[src/hdl/sdx_pkg.sv]
package sdx_pkg;

	localparam int CODE_DIGITS = 3;
	localparam int DIGIT_CNT_W = 2;
	localparam int DIGIT_W = 3;
	localparam logic [7:0] CASE_GAP = 8'd32;
	localparam logic [7:0] ASCII_ZERO = 8'h30;
	localparam logic [7:0] ASCII_LOWER_A = 8'h61;
	localparam logic [7:0] ASCII_LOWER_Z = 8'h7a;
	localparam logic [7:0] MAX_CODE_CHAR = 8'h36;

	typedef logic [DIGIT_W-1:0] digit_t;

	// case-folded soundex digit, 0 for anything outside the groups
	function automatic digit_t digit_of(input logic [7:0] c);
		logic [7:0] u;
		digit_t d;
		u = c;
		if (c >= ASCII_LOWER_A && c <= ASCII_LOWER_Z) begin
			u = c - CASE_GAP;
		end
		case (u)
			"B", "F", "P", "V": d = digit_t'(1);
			"C", "G", "J", "K", "Q", "S", "X", "Z": d = digit_t'(2);
			"D", "T": d = digit_t'(3);
			"L": d = digit_t'(4);
			"M", "N": d = digit_t'(5);
			"R": d = digit_t'(6);
			default: d = digit_t'(0);
		endcase
		return d;
	endfunction

endpackage

[src/hdl/soundex_encoder_core.sv]
// Soundex encoder: takes one character per request, end_of_name on the last
// character of a name, and returns the code as requests on the output side
// (first character, then up to three digits, padded with '0', last_of_run on
// the final one). A character that yields at most one result is taken every
// cycle while the output accepts. A character that ends a name and needs
// padding yields up to four results; the output register drains them one per
// cycle while out_ready is high, and the input stalls meanwhile. A character
// passes through the input register, then the result register.
module soundex_encoder_core import sdx_pkg::*; (
	input  logic       clk,
	input  logic       arst_n,
	input  logic       in_valid,
	output logic       in_ready,
	input  logic [7:0] character,
	input  logic       end_of_name,
	output logic       out_valid,
	input  logic       out_ready,
	output logic [7:0] code_char,
	output logic       last_of_run
);

	logic                   valid_s1;
	logic [7:0]             char_s1;
	logic                   end_s1;

	logic [7:0]             prev_q;
	logic [DIGIT_CNT_W-1:0] digits_q;
	logic                   start_q;

	logic                   head_valid_s2;
	logic [7:0]             head_char_s2;
	logic                   head_last_s2;
	logic [DIGIT_CNT_W-1:0] pad_s2;

	logic                   load_ok;
	logic                   advance;
	digit_t                 dig_cur;
	digit_t                 dig_prev;
	logic                   case_pair;
	logic                   emit;
	logic [7:0]             emit_char;
	logic                   emit_last;
	logic [DIGIT_CNT_W-1:0] digits_next;
	logic [DIGIT_CNT_W-1:0] pad_next;

	// output stage can take a new item when it is empty or empties this cycle
	assign load_ok = (!head_valid_s2 && pad_s2 == '0)
		|| (out_ready && ((head_valid_s2 && pad_s2 == '0)
		|| (!head_valid_s2 && pad_s2 == DIGIT_CNT_W'(1))));
	assign advance  = valid_s1 && load_ok;
	assign in_ready = !valid_s1 || load_ok;

	assign dig_cur   = digit_of(char_s1);
	assign dig_prev  = digit_of(prev_q);
	assign case_pair = ({1'b0, char_s1} == {1'b0, prev_q} + {1'b0, CASE_GAP})
		|| ({1'b0, prev_q} == {1'b0, char_s1} + {1'b0, CASE_GAP});

	always_comb begin
		emit        = 1'b0;
		emit_char   = char_s1;
		emit_last   = 1'b0;
		digits_next = digits_q;
		if (start_q) begin
			emit        = 1'b1;
			digits_next = '0;
		end else if (digits_q < DIGIT_CNT_W'(CODE_DIGITS)) begin
			if (dig_cur != '0 && (dig_cur != dig_prev || case_pair)) begin
				emit        = 1'b1;
				digits_next = digits_q + DIGIT_CNT_W'(1);
				emit_char   = ASCII_ZERO + {{(8-DIGIT_W){1'b0}}, dig_cur};
				emit_last   = (digits_next >= DIGIT_CNT_W'(CODE_DIGITS));
			end
		end
		pad_next = end_s1 ? (DIGIT_CNT_W'(CODE_DIGITS) - digits_next) : '0;
	end

	assign out_valid   = head_valid_s2 || pad_s2 != '0;
	assign code_char   = head_valid_s2 ? head_char_s2 : ASCII_ZERO;
	assign last_of_run = head_valid_s2 ? head_last_s2 : (pad_s2 == DIGIT_CNT_W'(1));

	// input register
	always_ff @(posedge clk or negedge arst_n) begin
		if (!arst_n) begin
			valid_s1 <= 1'b0;
		end else if (in_ready) begin
			valid_s1 <= in_valid;
		end
	end

	always_ff @(posedge clk) begin
		if (in_valid && in_ready) begin
			char_s1 <= character;
			end_s1  <= end_of_name;
		end
	end

	// name state
	always_ff @(posedge clk or negedge arst_n) begin
		if (!arst_n) begin
			prev_q   <= '0;
			digits_q <= '0;
			start_q  <= 1'b1;
		end else if (advance) begin
			prev_q   <= char_s1;
			digits_q <= end_s1 ? '0 : digits_next;
			start_q  <= end_s1;
		end
	end

	// result register
	always_ff @(posedge clk or negedge arst_n) begin
		if (!arst_n) begin
			head_valid_s2 <= 1'b0;
			pad_s2        <= '0;
		end else if (advance) begin
			head_valid_s2 <= emit;
			pad_s2        <= pad_next;
		end else if (out_valid && out_ready) begin
			if (head_valid_s2) begin
				head_valid_s2 <= 1'b0;
			end else begin
				pad_s2 <= pad_s2 - DIGIT_CNT_W'(1);
			end
		end
	end

	always_ff @(posedge clk) begin
		if (advance) begin
			head_char_s2 <= emit_char;
			head_last_s2 <= emit_last;
		end
	end

endmodule

[config.mk]
export PLATFORM = sky130hd
export DESIGN_NAME = soundex_encoder_core
export DESIGN_NICKNAME = d
export VERILOG_FILES = /design/src/hdl/sdx_pkg.sv /design/src/hdl/soundex_encoder_core.sv
export SDC_FILE = /design/constraint.sdc
export NUM_CORES = 1
export LEC_CHECK = 0
export BUFFER_PORTS_ARGS = -buffer_cell sky130_fd_sc_hd__buf_2
export CAP_MARGIN = 10
export CORE_MARGIN = 2
export CORE_UTILIZATION = 32
export DETAILED_ROUTE_END_ITERATION = 8
export GPL_ROUTABILITY_DRIVEN = 0
export PLACE_DENSITY = 0.52
export SLEW_MARGIN = 20
export SYNTH_ARGS = -nofsm -noshare
export SYNTH_HDL_FRONTEND = slang
export SYNTH_SLANG_ARGS = --single-unit
[constraint.sdc]
create_clock -name clk -period 9.46 [get_ports clk]
set_input_delay 1.892 -clock clk [delete_from_list [all_inputs] [get_ports clk]]
set_output_delay 1.892 -clock clk [all_outputs]
set_load 0.005 [all_outputs]
==> tab_implementation.tex <==
\begin{tabular}{lr}
\hline
Metric & Value \\
\hline
\multicolumn{2}{l}{\textbf{Floorplan}} \\
Vertical die dimension & around 86 um \\
Floorplan Core Area & about 6400 sq um \\
\# rows & 29 \\
Initial cell density of the core & 0.334 \\
Die boundary width & 85.8 um \\
Io pins & 24 \\
Total die area & 7370 sq um \\
\multicolumn{2}{l}{\textbf{Setup path}} \\
Critical Path RT & between 7 and 8 ns \\
Largest driver fanout on the critical path & 3 \\
Crit-path most repeated cell & sky130\_fd\_sc\_hd\_\_buf\_2 \\
Highest-delay cell along the critical path & sky130\_fd\_sc\_hd\_\_a22oi\_1 \\
Sort of element at the start of the critical path & primary input \\
Category of the critical setup timing path & primary input to output pin \\
Crit path largest cell delay & 0.22 ns \\
Cell family with the largest share of critical-path delay & simple AND/OR/NAND/NOR gates \\
CP bufs+invs & 2 \\
Cell chain of the critical path & buf\_2 > nand2b\_1 > a22oi\_1 > nand2\_1 > buf\_2 \\
Data arrival time of the critical path & 2.64 ns \\
Worst Setup End Kind & output pin \\
\multicolumn{2}{l}{\textbf{Power and ir drop}} \\
Pwr Density & 309 nW/um\^{}2 \\
Leakage component of the power & 0.978 nW \\
Largest voltage drop on the vdd net & 132 uV \\
\multicolumn{2}{l}{\textbf{Synth}} \\
Unique masters post-synth & about 60 \\
Mux cell area share after synthesis & 0.0169 \\
Largest area contributor in the netlist & sky130\_fd\_sc\_hd\_\_edfxtp\_1 \\
Netlist area before placement & about 2100 sq um \\
Number of instances in the synthesized netlist & 224 \\
Sequential element share of the synthesized area & 0.428 \\
Main combinational cell family by area after synthesis & simple AND/OR/NAND/NOR gates \\
Top cells by area in the synthesized netlist & sky130\_fd\_sc\_hd\_\_edfxtp\_1, sky130\_fd\_sc\_hd\_\_dfrtp\_1, sky130\_fd\_sc\_hd\_\_ha\_1 \\
Syn Nets & 245 \\
Count of flip-flops with a built-in enable after synthesis & 18 \\
Average cell area after synthesis & 9.57 sq um \\
Main flop type after synthesis & sky130\_fd\_sc\_hd\_\_edfxtp\_1 \\
Library cell with the highest instance count after synthesis & sky130\_fd\_sc\_hd\_\_nand2\_1 \\
Async set-reset flop share out of synthesis & 0.455 \\
Post-synth top cells & sky130\_fd\_sc\_hd\_\_nand2\_1, sky130\_fd\_sc\_hd\_\_edfxtp\_1, sky130\_fd\_sc\_hd\_\_inv\_1 \\
Simple-gate share of the synthesized area & 0.191 \\
Arithmetic-cell share of the synthesized area counting full adders, half adders and majority gates & 0.0514 \\
Share of the synthesized area in compound gates (AO/OA/AOI/OAI) & 0.186 \\
Ys Warns & 0 \\
Flop and latch count out of synthesis & 33 \\
Top cell type's share of synthesized area & 0.252 \\
Xor and xnor fraction of the mapped netlist area & 0.0531 \\
\multicolumn{2}{l}{\textbf{Place}} \\
Post-place instance area & 2260 sq um \\
Port Buffers & 23 \\
Half-perimeter wire length after placement & 3230 um \\
\multicolumn{2}{l}{\textbf{Clock tree}} \\
Inserted Clock Buffers & 5 \\
Post-CTS setup-driven buffer insertion count & 0 \\
Count of hold-fix buffers inserted at cts & 0 \\
Sink Count & 33 \\
Buffer depth of the longest clock path & 2 \\
Clock-pin slew of the registers on the worst-case setup and hold paths & 0.06 ns \\
Post-CTS Resized & 0 \\
Buffer cell driving the clock tree root & sky130\_fd\_sc\_hd\_\_clkbuf\_8 \\
Total number of H-tree levels & 2 \\
Clock tree from TritonCTS & built \\
Insertion delay of the later-clocked pin in the worst-skew pair & a little under 0.3 ns \\
\multicolumn{2}{l}{\textbf{Route}} \\
Average detailed-routed wire length per instance & 13.7 um \\
Number of DRC violations after detailed-routing iteration 0 & 93 \\
DRT Wirelength & 4340 um \\
WL met3 & 174 um \\
Average vias per placed instance & 5.06 \\
Routed length on met1 & around 2300 um \\
DRT antenna net count & 0 \\
Highest layer used for signal routing & met4 \\
Routed wl met2 & 1790 um \\
DR vias & 1,600 \\
Number of detailed-routing iterations run before antenna repair & 6 \\
DRC violations left & 0 \\
\multicolumn{2}{l}{\textbf{Cells and area}} \\
Final design utilization & 0.366 \\
Net count reported at finish & 259 \\
Proportion of layout cells with a drive suffix above 1 & 0.167 \\
Filler instances & 638 \\
Final instance area & 2350 sq um \\
Area growth from synthesis to layout & 9.81\% \\
Antenna diodes & 0 \\
\multicolumn{2}{l}{\textbf{STA}} \\
Post-route minimum period & 4.54 ns \\
Slew Viols, Final & 0 \\
Highest clock frequency the design can meet & between 200 and 250 MHz \\
Worst clock skew on the final layout & 0.00645 ns \\
Relative slew margins & 0.558 \\
Setup Viol. Count Final & 0 \\
Setup TNS Final & 0 ns \\
Hold violation total from the final report & 0 \\
RSZ-0062 raised after global routing & no \\
Share of the clock period used by the worst path & 0.480 \\
Transition at the pin with the smallest max-transition slack & $\sim$0.66 ns \\
\multicolumn{2}{l}{\textbf{Global routing}} \\
First-pass GRT wire length & roughly 7300 um \\
Combined global-route utilization of all metal layers & 0.127 \\
Pin count of the biggest net entering global routing & 20 \\
Via count of the first global-routing pass & 1,480 \\
Total global routing overflow & 0 \\
Initial antenna violation count & 0 \\
\multicolumn{2}{l}{\textbf{Run status}} \\
Status & completed \\
\multicolumn{2}{l}{\textbf{Hold path}} \\
Worst hold-check path type & flop to flop \\
\multicolumn{2}{l}{\textbf{Run}} \\
Count of maximum capacitance violations & 0 \\
\hline
\end{tabular}
[cell usage in the layout (no fill, tap or decap), types with 5 or more instances in the layout]
master and instances:
sky130_fd_sc_hd__inv_1 17, sky130_fd_sc_hd__o21ai_0 14, sky130_fd_sc_hd__clkbuf_8 6, sky130_fd_sc_hd__ha_1 8, sky130_fd_sc_hd__nand2_1 26, sky130_fd_sc_hd__edfxtp_1 18, sky130_fd_sc_hd__xor2_1 7, sky130_fd_sc_hd__nand2b_1 8
sky130_fd_sc_hd__and2_1 8, sky130_fd_sc_hd__nor2_1 9, sky130_fd_sc_hd__dfrtp_1 14, sky130_fd_sc_hd__buf_2 23, sky130_fd_sc_hd__a31oi_1 5, sky130_fd_sc_hd__xnor2_1 6
[sequential cells by signal (all words and copies together), names as in the netlist]
signal / count
pad_s2: 2
end_s1: 1
head_last_s2: 1
start_q: 1
head_char_s2: 8
head_valid_s2: 1
prev_q: 8
char_s1: 8
valid_s1: 1
digits_q: 2
[routing by layer]
metal	vias to the layer above	track usage
li1	815	-
met1	740	0.190
met2	37	0.177
met3	8	0.0269
met4	0	0.0476
met5	-	0
[final cells by class]
cell class | instances | area (sq um) | area share
clock buffers | 8 | 90.1 | 0.0383
inverters | 18 | 67.6 | 0.0287
multi-input cells | 157 | 1070 | 0.453
flip-flops and latches | 33 | 917 | 0.390
well taps | 77 | 96.3 | 0.0409
repair buffers | 23 | 115 | 0.0489
[worst paths after layout]
kind	depth (start not counted)	to	slack [ns]	startpoint
min reg2reg	2	valid_s1$_DFFE_PN0N_	0.58	valid_s1$_DFFE_PN0N_
min in group asynchronous	1	head_valid_s2$_DFFE_PN0P_	1.51	arst_n
min	2	valid_s1$_DFFE_PN0N_	0.58	valid_s1$_DFFE_PN0N_
max	5	in_ready	4.92	out_ready
max in group asynchronous	1	start_q$_DFFE_PN1P_	7.64	arst_n
max reg2reg	10	head_char_s2[1]$_DFFE_PP_	6.10	prev_q[5]$_DFFE_PN0P_
[stage by stage]
step	hold slack [ns]	instances	setup slack, ns	total power, mW
final	0.578	316	4.92	0.728
after global routing	0.626	316	4.82	0.793
after CTS	0.584	316	4.91	0.734
after detailed placement	0.571	308	4.91	0.624
after global placement	0.559	308	4.93	0.619
after floorplan	0.496	224	5.27	0.552
[report_power, final]
group | internal (mW) | switching [mW]
logic | 0.142 | 0.177
clock network | 0.0593 | 0.0491
registers | 0.220 | 0.0811
total | 0.421 | 0.307
[worst min-delay path, stage by stage, from the launching register on]
cell                       delay (ns)
sky130_fd_sc_hd__dfrtp_1         0.38
sky130_fd_sc_hd__nand2_1         0.09
sky130_fd_sc_hd__nand2b_1        0.07
[cell families (layout without fill, tap and decap cells)]
group | count (synthesis) | after routing
xor+xnor | 13 | 13
mux | 3 | 3
flops | 33 | 33
buf+inv | 34 | 49
simple gates | 77 | 77
fa+ha+maj | 9 | 9
compound gates | 55 | 55
Power figures use the tool's default switching activity.
